## config.mk

```make
export PLATFORM = sky130hd
export DESIGN_NAME = ordered_small_set_store
export DESIGN_NICKNAME = d
export VERILOG_FILES = /design/src/oss_pkg.sv /design/src/oss_cell.sv /design/src/ordered_small_set_store.sv
export SDC_FILE = /design/constraint.sdc
export NUM_CORES = 1
export LEC_CHECK = 0
export BUFFER_PORTS_ARGS = -buffer_cell sky130_fd_sc_hd__buf_2
export CORE_MARGIN = 2
export CORE_UTILIZATION = 45
export DETAILED_ROUTE_END_ITERATION = 16
export HOLD_SLACK_MARGIN = 0.03
export PLACE_DENSITY_LB_ADDON = 0.25
export SYNTH_ARGS = -nofsm -noshare
export SYNTH_HDL_FRONTEND = slang
export SYNTH_SLANG_ARGS = --single-unit
```

## constraint.sdc

```tcl
create_clock -name clk_i -period 4 [get_ports clk_i]
set_input_delay 0.8 -clock clk_i [delete_from_list [all_inputs] [get_ports clk_i]]
set_output_delay 0.8 -clock clk_i [all_outputs]
set_load 0.1 [all_outputs]
```

## src/oss_pkg.sv

```systemverilog
`timescale 1ns / 1ps
// ----------------------------------------------------------------------------
// oss_pkg
// Shared types and codes for the ordered small set store and its cells.
// ----------------------------------------------------------------------------
package oss_pkg;

  localparam int unsigned SLOTS_DEFAULT = 16;
  localparam int unsigned ELEM_W        = 16;
  localparam int unsigned SIZE_W        = 4;
  localparam int unsigned STATUS_W      = 2;
  localparam int unsigned KIND_W        = 2;

  typedef logic [ELEM_W-1:0]   elem_t;
  typedef logic [STATUS_W-1:0] status_t;
  typedef logic [KIND_W-1:0]   kind_t;
  typedef logic [SIZE_W-1:0]   size_t;

  localparam kind_t KIND_CLEAR  = 2'd0;
  localparam kind_t KIND_INSERT = 2'd1;
  localparam kind_t KIND_DELETE = 2'd2;
  localparam kind_t KIND_LIST   = 2'd3;

  localparam status_t STATUS_OK       = 2'd0;
  localparam status_t STATUS_OVERFLOW = 2'd1;
  localparam status_t STATUS_ZERO     = 2'd2;

  // command broadcast to every cell of the chain
  typedef struct packed {
    logic  clear;
    logic  locate;
    logic  drop;
    logic  append;
    logic  rotate;
    elem_t key;
    elem_t fill;
  } oss_cmd_t;

endpackage

```

## src/oss_cell.sv

```systemverilog
`timescale 1ns / 1ps
// ----------------------------------------------------------------------------
// oss_cell
// One slot of the set: holds an element and an occupied flag, compares it
// with the broadcast key and takes its right neighbor's element on a shift.
// ----------------------------------------------------------------------------
module oss_cell (
  input  logic             clk_i,
  input  logic             rst_ni,
  input  oss_pkg::oss_cmd_t cmd_i,
  input  logic             left_occ_i,
  input  logic             prefix_i,
  input  logic             right_occ_i,
  input  oss_pkg::elem_t   right_val_i,
  output logic             occ_o,
  output oss_pkg::elem_t   val_o,
  output logic             prefix_o
);
  import oss_pkg::*;

  logic  occ_q, occ_d;
  elem_t val_q, val_d;
  logic  match, shift, first_empty;

  assign match       = occ_q && (val_q == cmd_i.key);
  assign prefix_o    = prefix_i | match;
  assign shift       = occ_q && (cmd_i.rotate || (cmd_i.locate && prefix_o));
  assign first_empty = !occ_q && left_occ_i;

  always_comb begin
    occ_d = occ_q;
    val_d = val_q;
    if (cmd_i.clear) begin
      occ_d = 1'b0;
    end else if (shift) begin
      if (right_occ_i) begin
        val_d = right_val_i;
      end else if (cmd_i.drop) begin
        occ_d = 1'b0;
      end else begin
        val_d = cmd_i.fill;
      end
    end else if (cmd_i.append && first_empty) begin
      val_d = cmd_i.fill;
      occ_d = 1'b1;
    end
  end

  always_ff @(posedge clk_i or negedge rst_ni) begin
    if (!rst_ni) begin
      occ_q <= 1'b0;
    end else begin
      occ_q <= occ_d;
    end
  end

  always_ff @(posedge clk_i) begin
    val_q <= val_d;
  end

  assign occ_o = occ_q;
  assign val_o = val_q;

endmodule

```

## src/ordered_small_set_store.sv

```systemverilog
`timescale 1ns / 1ps
// ----------------------------------------------------------------------------
// ordered_small_set_store
// Ordered set of up to SLOTS-1 distinct nonzero elements in a chain of cells.
// ----------------------------------------------------------------------------
// Requests arrive on the in channel (kind, element) and results leave on the
// out channel (status, item_value, set_size, last), both valid/ready.
// Clear, insert and delete give one result, registered in the cycle after the
// transaction. Insert and delete compare the key in every cell at once and
// shift the matching cell and the cells behind it by one place in that same
// cycle, so one of these requests can be taken every cycle while the receiver
// keeps up. List takes the request, then emits one element per cycle while
// the receiver keeps up, by rotating the chain towards cell 0, which drives
// the output; the block stays busy until every element has been emitted, with
// last set on the final element (an empty set gives a single zero result).
// No request is taken during a list. When the receiver stalls, the result
// register holds and no new transaction is taken until it is freed.
// Reset empties the set; element storage itself is not cleared.
// ----------------------------------------------------------------------------
module ordered_small_set_store #(
  parameter int unsigned SLOTS = oss_pkg::SLOTS_DEFAULT
) (
  input  logic             clk_i,
  input  logic             rst_ni,
  input  logic             in_valid_i,
  output logic             in_ready_o,
  input  oss_pkg::kind_t   kind_i,
  input  oss_pkg::elem_t   element_i,
  output logic             out_valid_o,
  input  logic             out_ready_i,
  output oss_pkg::status_t status_o,
  output oss_pkg::elem_t   item_value_o,
  output oss_pkg::size_t   set_size_o,
  output logic             last_o
);
  import oss_pkg::*;

  localparam int unsigned CAP = SLOTS - 1;
  localparam int unsigned CW  = $clog2(SLOTS);

  localparam logic ST_IDLE = 1'b0;
  localparam logic ST_LIST = 1'b1;

  logic    state_q, state_d;
  logic [CW-1:0] count_q, count_d;
  logic [CW-1:0] rem_q, rem_d;
  logic    out_vld_q, out_vld_d;
  status_t out_status_q, out_status_d;
  elem_t   out_item_q, out_item_d;
  size_t   out_size_q, out_size_d;
  logic    out_last_q, out_last_d;

  oss_cmd_t cmd;
  logic [CAP:0] occ_w;
  elem_t        val_w [CAP+1];
  logic [CAP:0] pre_w;
  logic         in_acc, out_free, present, full, elem_nz;

  assign occ_w[CAP] = 1'b0;
  assign val_w[CAP] = '0;
  assign pre_w[0]   = 1'b0;

  for (genvar i = 0; i < CAP; i++) begin : g_cell
    logic left_occ;
    if (i == 0) begin : g_head
      assign left_occ = 1'b1;
    end else begin : g_body
      assign left_occ = occ_w[i-1];
    end
    oss_cell u_cell (
      .clk_i       (clk_i),
      .rst_ni      (rst_ni),
      .cmd_i       (cmd),
      .left_occ_i  (left_occ),
      .prefix_i    (pre_w[i]),
      .right_occ_i (occ_w[i+1]),
      .right_val_i (val_w[i+1]),
      .occ_o       (occ_w[i]),
      .val_o       (val_w[i]),
      .prefix_o    (pre_w[i+1])
    );
  end

  assign present    = pre_w[CAP];
  assign full       = occ_w[CAP-1];
  assign elem_nz    = (element_i != '0);
  assign out_free   = !out_vld_q || out_ready_i;
  assign in_ready_o = (state_q == ST_IDLE) && out_free;
  assign in_acc     = in_valid_i && in_ready_o;

  always_comb begin
    cmd          = '0;
    cmd.key      = element_i;
    cmd.fill     = element_i;
    state_d      = state_q;
    count_d      = count_q;
    rem_d        = rem_q;
    out_vld_d    = out_vld_q && !out_ready_i;
    out_status_d = out_status_q;
    out_item_d   = out_item_q;
    out_size_d   = out_size_q;
    out_last_d   = out_last_q;

    unique case (state_q)
      ST_IDLE: begin
        if (in_acc) begin
          out_vld_d    = 1'b1;
          out_status_d = STATUS_OK;
          out_item_d   = '0;
          out_last_d   = 1'b1;
          unique case (kind_i)
            KIND_CLEAR: begin
              cmd.clear = 1'b1;
              count_d   = '0;
            end
            KIND_INSERT: begin
              if (!elem_nz) begin
                out_status_d = STATUS_ZERO;
              end else if (!present && full) begin
                out_status_d = STATUS_OVERFLOW;
              end else begin
                cmd.locate = 1'b1;
                cmd.append = !present;
                if (!present) begin
                  count_d = count_q + CW'(1);
                end
              end
            end
            KIND_DELETE: begin
              if (!elem_nz) begin
                out_status_d = STATUS_ZERO;
              end else begin
                cmd.locate = 1'b1;
                cmd.drop   = 1'b1;
                if (present) begin
                  count_d = count_q - CW'(1);
                end
              end
            end
            KIND_LIST: begin
              if (count_q != '0) begin
                out_vld_d = 1'b0;
                rem_d     = count_q;
                state_d   = ST_LIST;
              end
            end
            default: begin
              out_status_d = STATUS_OK;
            end
          endcase
          out_size_d = SIZE_W'(count_d);
        end
      end
      ST_LIST: begin
        if (out_free) begin
          cmd.rotate   = 1'b1;
          cmd.fill     = val_w[0];
          out_vld_d    = 1'b1;
          out_status_d = STATUS_OK;
          out_item_d   = val_w[0];
          out_size_d   = SIZE_W'(count_q);
          out_last_d   = (rem_q == CW'(1));
          rem_d        = rem_q - CW'(1);
          if (rem_q == CW'(1)) begin
            state_d = ST_IDLE;
          end
        end
      end
      default: begin
        state_d = ST_IDLE;
      end
    endcase
  end

  always_ff @(posedge clk_i or negedge rst_ni) begin
    if (!rst_ni) begin
      state_q   <= ST_IDLE;
      count_q   <= '0;
      rem_q     <= '0;
      out_vld_q <= 1'b0;
    end else begin
      state_q   <= state_d;
      count_q   <= count_d;
      rem_q     <= rem_d;
      out_vld_q <= out_vld_d;
    end
  end

  always_ff @(posedge clk_i) begin
    out_status_q <= out_status_d;
    out_item_q   <= out_item_d;
    out_size_q   <= out_size_d;
    out_last_q   <= out_last_d;
  end

  assign out_valid_o  = out_vld_q;
  assign status_o     = out_status_q;
  assign item_value_o = out_item_q;
  assign set_size_o   = out_size_q;
  assign last_o       = out_last_q;

  a_count_matches_cells: assert property (@(posedge clk_i) disable iff (!rst_ni)
    $countones(occ_w) == int'(count_q))
    else $error("held count differs from occupied cells");

  a_no_take_in_list: assert property (@(posedge clk_i) disable iff (!rst_ni)
    state_q == ST_LIST |-> !in_ready_o)
    else $error("request taken while listing");

  a_clear_empties: assert property (@(posedge clk_i) disable iff (!rst_ni)
    in_acc && kind_i == KIND_CLEAR |=> count_q == '0 && occ_w == '0)
    else $error("clear left elements behind");

  a_overflow_when_full: assert property (@(posedge clk_i) disable iff (!rst_ni)
    in_acc && kind_i == KIND_INSERT && elem_nz && !present && full
      |=> out_status_q == STATUS_OVERFLOW && $stable(count_q))
    else $error("overflow not reported or set changed");

  a_list_ends_idle: assert property (@(posedge clk_i) disable iff (!rst_ni)
    state_q == ST_LIST && out_free && rem_q == CW'(1) |=> state_q == ST_IDLE && out_last_q)
    else $error("list did not end on last element");

endmodule

```

== Word level (Yosys, flattened, before mapping) ==
Index checks and enable logic that the tools add are counted.

* Logic and storage cells: 460
* Bits of input ports: 22
* Output and inout port bits: 25
* Register bits: 288

* Bitwise logic cells: 16
* Reduce and logical (&&, ||, !) cells: 178
* Muxes and demuxes: 158
* Eq/ne operators: 67
* Add/subtract/negate cells: 3

{| class="wikitable"
|+ Operators with widths
! operator !! number
|-
| $mux 16 || 49
|-
| $eq 16x16->1 || 15
|-
| $ne 3x3->1 const B || 29
|-
| $reduce_and 3->1 || 29
|-
| $mux 1 || 81
|-
| $logic_and 1x1->1 || 78
|-
| $mux 4 || 13
|-
| $reduce_bool 3->1 || 15
|-
| $ne 3x2->1 const B || 14
|-
| $pmux 16 s2 || 1
|-
| $reduce_bool 2->1 || 15
|-
| $logic_not 1->1 || 18
|-
| $logic_or 1x1->1 || 16
|-
| $pmux 4 s2 || 2
|-
| $reduce_bool 16->1 || 1
|-
| $or 1x1->1 || 14
|-
| $pmux 4 s3 || 1
|-
| $mux 2 || 5
|-
| $pmux 1 s2 || 4
|-
| $pmux 2 s2 || 2
|-
| $sub 4x1->4 const B || 2
|-
| $ne 2x1->1 const B || 3
|-
| $reduce_and 2->1 || 3
|-
| $add 4x1->4 const B || 1
|-
| 8 further kinds || 11
|}

== Logic depth before layout (Yosys ltp) ==
Gate-level depths: netlist of the first run.

* Depth after elaboration: 28
* Gate-level depth with buffers: 13

== Cells and area by module ==
From an unflattened synthesis of the first run, not the netlist that was laid out.

* Cells, all modules: 1272
* Area total of the unflattened synthesis: 17396.7 µm²

{| class="wikitable"
|+ By module, submodules not included
! module !! area an instance (µm²) !! seq. area each (µm²) !! cells an instance !! times used
|-
| oss_cell || 1024.7 || 505.5 || 72 || 15
|-
| ordered_small_set_store || 2025.7 || 940.9 || 192 || 1
|}

== Worst setup path before layout of the first run ==
No wires, ideal clock.

* Kind: input port to flip-flop
* From: in element_i[8]
* To: reg g_cell[4].u_cell.val_q[0], enable pin
* Data arrival time: 4.146 ns
* Slack: -0.562 ns
* Library setup time: 0.416 ns
* Cell stages on the path: 11
* Cell sequence: buf_4 > buf_2 > xor2_1 > nor4_1 > and3_1 > a22oi_1 > nand4_1 > nor2_1 > buf_2 > nand2_1 > o32ai_1

* Longest elaborated chain between the ends: 28
* Elaborated cells between the ends (all ways): 64

{| class="wikitable"
|+ RTL lines
! what !! RTL line !! text
|-
| start: declaration || ordered_small_set_store.sv:28 || <nowiki>input oss_pkg::elem_t element_i,</nowiki>
|-
| $eq 16x16->1 || oss_cell.sv:25 || <nowiki>assign match = occ_q && (val_q == cmd_i.key);</nowiki>
|-
| $logic_and 1x1->1 || oss_cell.sv:25 ||
|-
| $or 1x1->1 (14 in series) || oss_cell.sv:26 || <nowiki>assign prefix_o = prefix_i | match;</nowiki>
|-
| $logic_not 1->1 || - ||
|-
| $logic_and 1x1->1 || ordered_small_set_store.sv:119 || <nowiki>end else if (!present && full) begin</nowiki>
|-
| $mux 1 || ordered_small_set_store.sv:119 ||
|-
| $mux 1 || ordered_small_set_store.sv:117 || <nowiki>if (!elem_nz) begin</nowiki>
|-
| $pmux 1 s2 || ordered_small_set_store.sv:111 || <nowiki>unique case (kind_i)</nowiki>
|-
| $mux 4 || ordered_small_set_store.sv:106 || <nowiki>if (in_acc) begin</nowiki>
|-
| $mux 4 || ordered_small_set_store.sv:104 || <nowiki>unique case (state_q)</nowiki>
|-
| $logic_and 1x1->1 || oss_cell.sv:27 || <nowiki>assign shift = occ_q && (cmd_i.rotate || (cmd_i.locate && prefix_o));</nowiki>
|-
| $logic_or 1x1->1 || oss_cell.sv:27 ||
|-
| $logic_and 1x1->1 || oss_cell.sv:27 ||
|-
| $ne 3x2->1 (no source line) / $reduce_bool 2->1 (equally long branches) || - ||
|-
| $reduce_and 3->1 (no source line) (*) || - ||
|-
| end signal: assignment || oss_cell.sv:58 || <nowiki>val_q <= val_d;</nowiki>
|-
| end: declaration || oss_cell.sv:22 || <nowiki>elem_t val_q, val_d;</nowiki>
|}

Mark *: on every way between the ends. The rest lies on a longest branch, timed or not.
A chain may end at the register's enable or synchronous reset.

== Worst setup path after layout of the first run ==
* From: reg g_cell[1].u_cell.val_q[6]
* To: reg g_cell[12].u_cell.val_q[14], data pin

* Longest elaborated chain between the ends: 27

{| class="wikitable"
|+ RTL lines
! what !! RTL line !! text
|-
| start: declaration || oss_cell.sv:22 ||
|-
| start signal: assignment || oss_cell.sv:58 ||
|-
| $eq 16x16->1 (*) || oss_cell.sv:25 ||
|-
| $logic_and 1x1->1 (*) || oss_cell.sv:25 ||
|-
| $or 1x1->1 (*) (12 in series) || oss_cell.sv:26 ||
|-
| $or 1x1->1 (2 in series) || oss_cell.sv:26 ||
|-
| $logic_not 1->1 || - ||
|-
| $logic_and 1x1->1 || ordered_small_set_store.sv:119 ||
|-
| $mux 1 || ordered_small_set_store.sv:119 ||
|-
| $mux 1 || ordered_small_set_store.sv:117 ||
|-
| $pmux 1 s2 || ordered_small_set_store.sv:111 ||
|-
| $mux 4 || ordered_small_set_store.sv:106 ||
|-
| $mux 4 || ordered_small_set_store.sv:104 ||
|-
| $logic_and 1x1->1 (*) || oss_cell.sv:27 ||
|-
| $logic_or 1x1->1 (*) || oss_cell.sv:27 ||
|-
| $logic_and 1x1->1 (*) || oss_cell.sv:27 ||
|-
| $mux 16 (*) || oss_cell.sv:35 || <nowiki>end else if (shift) begin</nowiki>
|-
| end signal: assignment || oss_cell.sv:58 ||
|-
| end: declaration || oss_cell.sv:22 ||
|}

Marks and branches as above.

==> summary.txt, run 1 <==
Status
  • Outcome: complete, no violations

Setup path
  • Launch point of the worst reg-to-reg path: g_cell[1].u_cell.val_o[6]$_DFFE_PP_
  • Reg-to-reg setup timing slack: 0.30 ns
  • Worst-path maximum fanout: 16
  • Nature of the critical path startpoint: flip-flop
  • Crit Path Class: reg -> reg
  • Type of element capturing the critical path: flip-flop
  • Worst reg-to-reg path cell count: 9
  • Data arrival at the endpoint of the critical path: 3.99 ns
  • R2R Path End: g_cell[12].u_cell.val_o[14]$_DFFE_PP_
  • Required time at the endpoint of the critical path: roughly 4.3 ns

Synthesis
  • Net count after synthesis: 1519
  • Cell types occupying the most area after synthesis: sky130_fd_sc_hd__edfxtp_1, sky130_fd_sc_hd__xor2_1, sky130_fd_sc_hd__mux2_2, sky130_fd_sc_hd__xnor2_1, sky130_fd_sc_hd__dfrtp_1
  • Synthesized area: 17600 µm²
  • Leading register cell type out of synthesis: sky130_fd_sc_hd__edfxtp_1
  • Fraction of synthesis flops using an asynchronous set or reset pin: approximately 8.7%
  • Most frequently used cell type in the post-synthesis netlist: sky130_fd_sc_hd__edfxtp_1
  • Sequential element share of the synthesized area: 48.6%
  • Most frequent cells after synthesis: sky130_fd_sc_hd__edfxtp_1, sky130_fd_sc_hd__xor2_1, sky130_fd_sc_hd__nand2_1, sky130_fd_sc_hd__mux2_2, sky130_fd_sc_hd__xnor2_1
  • Flop and latch count out of synthesis: 288
  • Post-synth EDFFs: 263
  • Post-synthesis share of cell area spent on full adders, half adders and majority gates: 0.570%
  • Cell type with the largest total area after synthesis: sky130_fd_sc_hd__edfxtp_1
  • Yosys warning total: 0
  • Largest family of logic cells by synthesized area: simple AND/OR/NAND/NOR gates
  • Xor-xnor portion of the synthesized cell area: 12.0%
  • Share of the synthesized area in the top cell type: 45.0%
  • Post-synthesis compound-gate area fraction: 8.22%
  • Share of cell area taken by muxes after synthesis: 12.4%
  • Synthesized area per cell: 11.8 µm²
  • Fraction of the mapped netlist area in simple logic gates: 14.4%
  • Gate count of the mapped netlist: 1489
  • Distinct cell type count of the synthesized netlist: 80

Pwr
  • Final Power: 11.7 mW
  • Worst ir drop on vdd: 0.371 mV
  • Pwr Density: between 500 and 600 nW/µm²
  • Static Leak: 7.40 nW

Timing
  • Final Hold Viols: 0
  • Peak clock frequency supported by timing: approximately 0.27 GHz
  • Final max-slew violation count: 0
  • RSZ-0062 raised after global routing: no
  • Slew margin rel.: 28.7%
  • Actual transition at the worst max-transition pin: 1.07 ns
  • Period utilization: 92.5%
  • Setup violators final: 0
  • Worst-case clock skew: roughly 0.032 ns
  • Shortest period the worst path allows: around 3.7 ns

Final layout
  • Antenna diodes: 0
  • Layout net count: 1626
  • Multi-input gate area: 8420 µm²
  • Synthesis-to-layout area growth: 17.0%
  • Fraction of final layout cells sized beyond drive strength 1: 28.2%
  • Fill count: 3356
  • Register Area: 8520 µm²
  • Number of cells in the finished layout apart from fillers: 2140

CTS
  • Count of cells resized by post-cts repair: 0
  • Depth of the CTS H-tree: 2
  • Max Root-Sink Buffers: 3
  • Clock Sink Count: 288
  • Number of setup buffers added after CTS: 0
  • Post-CTS Hold Fix Bufs: 0
  • TritonCTS clock tree: built
  • Root buffer selected by CTS: sky130_fd_sc_hd__clkbuf_16
  • Skew-Pair Late Insertion Delay: 0.56 ns
  • Clk pin slew, worst setup/hold paths: 0.07 ns
  • Clock buffers created by TritonCTS: 35

Detailed routing
  • Remaining DRCs: 0
  • Detailed-route vias per instance: 6.06
  • Length of the first detailed-routing pass in iterations: 5
  • WL/cell: 26.0 µm
  • Routed wire length: approximately 56 mm
  • Via count: 12973
  • Post-DRT Antenna Nets: 0
  • Count of routing violations after the opening detailed-route iteration: ~1300

Global routing
  • Antenna violations before repair: 1
  • Maximum number of pins on one net before global-route repair: 48
  • Vias in the first global route: 13131
  • Remaining global-route overflow: 0
  • Global-route wire length before repair: between 80 and 90 mm
  • Global routing usage summed across all routing layers: 27.6%

Floorplanning
  • Placeable core region: 38600 µm²
  • Area of the die: between 40000 and 50000 µm²
  • Die X: ~200 µm
  • I/O pins: 47
  • Initial core utilization: 45.5%
  • Die height: 202 µm
  • Cell Rows: 72

Placement
  • Buffers added on ports: 46
  • Detailed placement HPWL: 40.3 mm
  • Weighted congestion at the end of routability-driven global placement: 0.924
  • Cell Count Post-Placement: 2077

Flow run
  • Maximum capacitance violations: 0

Min path
  • Classification of the worst-slack hold path: in -> async
==> worst max-delay path by stage <==
stage | slack [ns] | startpoint | endpoint | cells past startpoint
global placement | -0.09 | element_i[6] | g_cell[12].u_cell.val_o[13]$_DFFE_PP_ | 10
CTS | 0.33 | g_cell[1].u_cell.val_o[6]$_DFFE_PP_ | g_cell[12].u_cell.val_o[14]$_DFFE_PP_ | 9
floorplan | 0.004 | element_i[8] | g_cell[4].u_cell.val_o[0]$_DFFE_PP_ | 11
detailed placement | -0.12 | element_i[6] | g_cell[12].u_cell.val_o[14]$_DFFE_PP_ | 10
global route | 0.21 | g_cell[0].u_cell.val_o[6]$_DFFE_PP_ | g_cell[12].u_cell.val_o[14]$_DFFE_PP_ | 9
finish | 0.30 | g_cell[1].u_cell.val_o[6]$_DFFE_PP_ | g_cell[12].u_cell.val_o[14]$_DFFE_PP_ | 9
==> cell families (layout without fill, tap and decap cells) <==
kind of cell / Yosys count / count (layout)
AND/OR/NAND/NOR: 466 / 466
flip-flops: 288 / 288
XOR/XNOR: 241 / 241
multiplexers: 181 / 181
AO/OA/AOI/OAI: 175 / 175
buffers and inverters: 130 / 263
adder cells (fa/ha/maj): 8 / 8
==> cell usage in the layout, fill, tap and decap left out, types with 5 or more instances in the layout <==
cell and instances:
sky130_fd_sc_hd__a32oi_1 16, sky130_fd_sc_hd__nor3b_1 5, sky130_fd_sc_hd__mux2_1 15, sky130_fd_sc_hd__buf_2 46, sky130_fd_sc_hd__nor4b_1 7, sky130_fd_sc_hd__nor2_1 68
sky130_fd_sc_hd__clkinv_1 6, sky130_fd_sc_hd__dfrtp_1 25, sky130_fd_sc_hd__and4_1 5, sky130_fd_sc_hd__o22ai_1 22, sky130_fd_sc_hd__nand3b_1 7, sky130_fd_sc_hd__or3_1 19
sky130_fd_sc_hd__o221a_2 19, sky130_fd_sc_hd__or4_1 17, sky130_fd_sc_hd__edfxtp_1 263, sky130_fd_sc_hd__and3_1 13, sky130_fd_sc_hd__mux2_2 122, sky130_fd_sc_hd__o21ai_0 18
sky130_fd_sc_hd__nor4_1 52, sky130_fd_sc_hd__xnor2_1 75, sky130_fd_sc_hd__and2_1 24, sky130_fd_sc_hd__o211ai_1 8, sky130_fd_sc_hd__buf_4 100, sky130_fd_sc_hd__nor3_1 28
sky130_fd_sc_hd__buf_12 36, sky130_fd_sc_hd__mux2_4 40, sky130_fd_sc_hd__xor2_1 166, sky130_fd_sc_hd__a21oi_1 15, sky130_fd_sc_hd__nand4_1 33, sky130_fd_sc_hd__nand3_1 20
sky130_fd_sc_hd__or4b_2 5, sky130_fd_sc_hd__nand2_1 130, sky130_fd_sc_hd__a21oi_2 10, sky130_fd_sc_hd__inv_1 17, sky130_fd_sc_hd__ha_1 8, sky130_fd_sc_hd__clkbuf_16 37
sky130_fd_sc_hd__a21o_1 7, sky130_fd_sc_hd__nand2b_1 10, sky130_fd_sc_hd__clkinv_2 7
==> stage by stage <==
stage | setup slack, ns | hold WS, ns | area [µm²] | TNS, ns | util (%)
final | 0.300 | 0.273 | 20500 | 0 | 53.3
after global routing | 0.208 | 0.327 | 20500 | 0 | 53.3
after CTS | 0.330 | 0.282 | 20500 | 0 | 53.3
after detailed placement | -0.118 | 0.585 | 19400 | -2.99 | 50.2
after global placement | -0.0939 | 0.571 | 19400 | -1.21 | 50.2
after floorplan | 0.00413 | 0.504 | 17600 | 0 | -
==> power by group <==
part	internal [mW]	switching, mW	total (mW)	leakage [nW]
registers	3.95	0.289	4.24	2.72
clock network	1.98	1.31	3.28	0.573
logic	1.42	2.74	4.15	4.10
==> flip-flops by register name, summed over array words and instances (netlist names) <==
signal               count
rem_q                    4
status_o                 2
item_value_o            16
g_cell.u_cell.occ_o     15
last_o                   1
state_q                  1
g_cell.u_cell.val_o    240
out_valid_o              1
set_size_o               4
count_q                  4
==> critical path: stages, from the launching register on <==
cell and delay, ns:
sky130_fd_sc_hd__edfxtp_1 0.49, sky130_fd_sc_hd__xor2_1 0.51, sky130_fd_sc_hd__or4_1 0.20, sky130_fd_sc_hd__or4_1 0.16, sky130_fd_sc_hd__o32ai_4 0.10, sky130_fd_sc_hd__buf_12 0.15, sky130_fd_sc_hd__nor4_4 0.56, sky130_fd_sc_hd__a31oi_2 0.23
sky130_fd_sc_hd__o211ai_4 0.61, sky130_fd_sc_hd__mux2_2 0.41
==> cell type report <==
cell class	count	share of cell area, %
multi-input combinational	1071	41.0
tap	518	3.16
inverter	18	0.329
timing repair buffer	182	8.29
clock buffer	43	4.72
clock inverter	20	0.981
sequential	288	41.5
==> per-layer routing <==
| layer | GRT usage, % | vias up | wire, µm |
|---|---|---|---|
| li1 | - | 5803 | - |
| met1 | 36.4 | 6385 | 23000 |
| met2 | 44.7 | 644 | 25900 |
| met3 | 5.62 | 139 | 4600 |
| met4 | 10.5 | 2 | 2200 |
| met5 | 0 | - | 13 |
Power figures use the tool's default switching activity.
==> run 2, diff against run 1 <==
- SYNTH_HIERARCHICAL: unset -> 1
- clock period: 4 -> 3.4 ns (I/O delays scaled with it)
==> summary.txt, run 2 <==
Final layout
  • Post-layout utilization of the core: 60.5% (+7.3 points)
  • Fraction of final layout cells sized beyond drive strength 1: 51.7% (+23 points)
  • Number of cells in the finished layout apart from fillers: 2279 (+6.5%)
  • Fill count: 2955 (-12%)
  • Leading cell type in the layout, fill and taps excluded: sky130_fd_sc_hd__buf_4
  • Commonest non-fill, non-tap cells in the layout: sky130_fd_sc_hd__buf_4, sky130_fd_sc_hd__edfxtp_1, sky130_fd_sc_hd__mux2_4, sky130_fd_sc_hd__xor2_1, sky130_fd_sc_hd__mux2_2
  • Final std cell area, no fill: 23200 µm² (+13%)
  • Synthesis-to-layout area growth: 33.5%
  • Antenna diodes: 0 (unchanged)
  • Largest register FFs: 240 (unchanged)
  • Layout net count: 1768 (+8.7%)

Timing
  • Actual transition at the worst max-transition pin: 0.954 ns (-0.112 ns)
  • Worst path setup slack after routing: -2.48 ns (-2.78 ns)
  • Shortest period the worst path allows: 5.88 ns (+2.18 ns)
  • Peak clock frequency supported by timing: 0.170 GHz (-37%)
  • Worst-case clock skew: 0.0165 ns (-0.0151 ns)
  • Hold slack: 0.224 ns (-0.0499 ns)
  • Setup violators final: 488 (+488)
  • Final max-slew violation count: 0 (unchanged)
  • Period utilization: 173% (+80 points)
  • Slew margin rel.: 36.2% (+7.6 points)
  • RSZ-0062 raised after global routing: yes
  • Final Hold Viols: 0 (unchanged)

Pwr
  • Power dissipated by switching net loads: 4.60 mW (+6.2%)
  • Worst ir drop on vdd: 0.460 mV (+24%)
  • Clock power frac: 26.8% (-1.3 points)
  • Portion of total power attributed to sequential cells: 35.9% (-0.4 points)
  • Fraction of power spent switching nets: 34.9% (-2.2 points)
  • Static Leak: 8.90 nW (+20%)
  • Internal power contribution: 8.58 mW (+17%)
  • Pwr Density: 568 nW/µm² (-0.15%)
  • Combinational fraction of design power: 37.3% (+1.7 points)
  • Final Power: 13.2 mW (+13%)

Placement
  • Cell Count Post-Placement: 2154 (+3.7%)
  • Buffers added on ports: 46 (unchanged)
  • Cell Area, Placed: 20700 µm² (+7.0%)
  • Weighted congestion at the end of routability-driven global placement: 0.857 (-7.2%)
  • Detailed placement HPWL: 34.6 mm (-14%)

Setup path
  • Launch point of the worst reg-to-reg path: g_cell[0].u_cell/val_o[13]$_DFFE_PP_
  • Data arrival at the endpoint of the critical path: 6.14 ns (+2.15 ns)
  • R2R Path End: g_cell[12].u_cell/val_o[5]$_DFFE_PP_
  • Type of element capturing the critical path: flip-flop
  • Worst-path maximum fanout: 8 (-8)
  • Worst reg-to-reg path cell count: 25 (+16)
  • Required time at the endpoint of the critical path: 3.66 ns (-0.63 ns)
  • Crit. Startpoint: g_cell[0].u_cell/val_o[13]$_DFFE_PP_
  • Nature of the critical path startpoint: flip-flop
  • Crit Path Class: reg -> reg
  • Reg-to-reg setup timing slack: -2.48 ns (-2.78 ns)

Detailed routing
  • Remaining DRCs: 0 (unchanged)
  • WL/cell: 24.1 µm (-7.3%)
  • Detailed-route vias per instance: 5.66 (-6.6%)
  • Post-DRT Antenna Nets: 0 (unchanged)
  • Length of the first detailed-routing pass in iterations: 8 (+3)
  • Via count: 12901 (-0.55%)
  • Routed wire length: 55.0 mm (-1.3%)
  • Count of routing violations after the opening detailed-route iteration: 974 (-25%)

Floorplanning
  • Die height: 201 µm (-0.44%)
  • Cell Rows: 72 (unchanged)
  • Initial core utilization: 45.3% (-0.20 points)
  • I/O pins: 47 (unchanged)
  • Placeable core region: 38400 µm² (-0.47%)
  • Area of the die: 40200 µm² (-0.88%)
  • Die X: 201 µm (-0.44%)

CTS
  • Post-CTS Hold Fix Bufs: 0 (unchanged)
  • Root buffer selected by CTS: sky130_fd_sc_hd__clkbuf_16
  • Clk pin slew, worst setup/hold paths: 0.06 ns (about the same)
  • Depth of the CTS H-tree: 2 (unchanged)
  • Clock Sink Count: 288 (unchanged)
  • TritonCTS clock tree: built
  • Max Root-Sink Buffers: 3 (unchanged)
  • Clock buffers created by TritonCTS: 35 (unchanged)
  • Skew-Pair Late Insertion Delay: 0.53 ns (-0.03 ns)

Synthesis
  • Most frequent cells after synthesis: sky130_fd_sc_hd__edfxtp_1, sky130_fd_sc_hd__mux2_4, sky130_fd_sc_hd__mux2_2, sky130_fd_sc_hd__xor2_1, sky130_fd_sc_hd__xnor2_1
  • Flop and latch count out of synthesis: 288 (unchanged)
  • Distinct cell type count of the synthesized netlist: 52 (-35%)
  • Synthesized area: 17400 µm² (-0.90%)
  • Most frequently used cell type in the post-synthesis netlist: sky130_fd_sc_hd__edfxtp_1
  • Cell types occupying the most area after synthesis: sky130_fd_sc_hd__edfxtp_1, sky130_fd_sc_hd__mux2_4, sky130_fd_sc_hd__mux2_2, sky130_fd_sc_hd__xor2_1, sky130_fd_sc_hd__xnor2_1
  • Leading register cell type out of synthesis: sky130_fd_sc_hd__edfxtp_1
  • Gate count of the mapped netlist: 1272 (-15%)
  • Post-synth EDFFs: 263 (unchanged)
  • Synthesized area per cell: 13.7 µm² (+16%)
  • Fraction of synthesis flops using an asynchronous set or reset pin: 8.68% (unchanged)
  • Cell type with the largest total area after synthesis: sky130_fd_sc_hd__edfxtp_1
  • Sequential element share of the synthesized area: 49.0% (+0.44 points)
  • Share of the synthesized area in the top cell type: 45.4% (+0.41 points)
  • Yosys warning total: 6 (+6)

Global routing
  • Remaining global-route overflow: 0 (unchanged)
  • Global-route wire length before repair: 78.4 mm (-6.8%)
  • Vias in the first global route: 13033 (-0.75%)
  • Antenna violations before repair: 3 (+2)
  • Maximum number of pins on one net before global-route repair: 31 (-35%)
  • Global routing usage summed across all routing layers: 25.8% (-1.7 points)

Flow run
  • Maximum capacitance violations: 0 (unchanged)

Status
  • Outcome: complete, but fails checks
  • Failing checks: setup timing

Min path
  • Classification of the worst-slack hold path: in -> async
[run 2: cell types whose count changed in the layout (fill, tap and decap cells not counted), moves of 32 or more]
cell                      delta
sky130_fd_sc_hd__nor4_1     -52
sky130_fd_sc_hd__xor2_1     -61
sky130_fd_sc_hd__nor4_2     +32
sky130_fd_sc_hd__a21oi_4    +43
sky130_fd_sc_hd__buf_4     +225
sky130_fd_sc_hd__inv_1      +37
sky130_fd_sc_hd__nand2_1    -86
sky130_fd_sc_hd__mux2_4    +114
[run 2: cell families after synthesis]
group	after synthesis	share of synthesized area, %
DFF	288	49.0
muxes	260	20.1
and+or+nand+nor	257	9.62
xor gates and xnor gates	195	9.82
AOI/OAI and AO/OA	182	7.73
buffers and inverters	80	3.14
adders and majority gates	8	0.575
other	2	0.0432
[run 2: worst max path at each step]
stage,slack [ns],endpoint
final,-2.48,g_cell[12].u_cell/val_o[5]$_DFFE_PP_
after CTS,-2.43,g_cell[12].u_cell/val_o[5]$_DFFE_PP_
after detailed placement,-2.95,g_cell[13].u_cell/val_o[4]$_DFFE_PP_
after floorplan,-2.31,g_cell[10].u_cell/val_o[10]$_DFFE_PP_
after global routing,-2.55,g_cell[2].u_cell/val_o[10]$_DFFE_PP_
after global placement,-2.86,g_cell[14].u_cell/val_o[2]$_DFFE_PP_
[run 2: power by group through the flow]
stage	Combinational [mW]	Sequential, mW	Clock, mW
after floorplan	2.19	5.63	0
after detailed placement	4.38	4.80	0
after CTS	4.72	4.73	3.58
after global placement	4.30	4.80	0
final	4.92	4.74	3.53
after global routing	5.16	4.77	3.72
[run 2: area by class of cell]
class                   instances  area, µm²  area share (%)
multi-input cells             951       9640            41.5
clock inverters                14        119           0.512
repair buffers                406       3160            13.6
well taps                     518        648            2.79
clock buffers                  46        927            3.99
inverters                      56        210           0.905
flip-flops and latches        288       8520            36.7
[run 2: through the flow]
step                setup slack (ns)   TNS, ns
global route                   -2.55  -1189.16
CTS                            -2.43  -1119.40
detailed placement             -2.95  -1368.41
floorplan                      -2.31  -1083.03
finish                         -2.48  -1144.45
global placement               -2.86  -1337.24
[run 2: metal layers]
layer / GRT usage [%] / vias up / share of wire, %
met4: 12.9 / 4 / 6.0
met2: 44.3 / 532 / 49
met5: 0 / - / 0.040
met3: 4.53 / 166 / 5.5
met1: 31.4 / 6407 / 39
li1: - / 5792 / -
[run 2: critical path, cell delays in order (launching register included)]
cell and delay [ns]:
sky130_fd_sc_hd__edfxtp_1 0.46, sky130_fd_sc_hd__o22ai_1 0.28, sky130_fd_sc_hd__nor4_2 0.08, sky130_fd_sc_hd__a31o_4 0.26
sky130_fd_sc_hd__a31o_4 0.21, sky130_fd_sc_hd__a31o_4 0.21, sky130_fd_sc_hd__a31o_4 0.23, sky130_fd_sc_hd__a31o_4 0.21
sky130_fd_sc_hd__a31o_4 0.21, sky130_fd_sc_hd__a31o_4 0.21, sky130_fd_sc_hd__a31o_4 0.21, sky130_fd_sc_hd__a31o_4 0.21
sky130_fd_sc_hd__a31o_4 0.21, sky130_fd_sc_hd__a31o_4 0.21, sky130_fd_sc_hd__a31o_4 0.21, sky130_fd_sc_hd__a31o_4 0.21
sky130_fd_sc_hd__a31o_4 0.21, sky130_fd_sc_hd__a31o_4 0.23, sky130_fd_sc_hd__nand2b_4 0.16, sky130_fd_sc_hd__a21oi_4 0.14
sky130_fd_sc_hd__buf_12 0.14, sky130_fd_sc_hd__nor3b_4 0.10, sky130_fd_sc_hd__buf_6 0.17, sky130_fd_sc_hd__a21oi_4 0.28
sky130_fd_sc_hd__a21oi_4 0.20, sky130_fd_sc_hd__mux2_4 0.34
[run 2: repair_timing]
action                                 CTS  global route
setup endpoints to repair              488           488
pin swaps                               31            57
cloned                                  20            10
endpoints found under the hold margin    0             0
resized for setup                       97            82
buffers inserted                        22            17
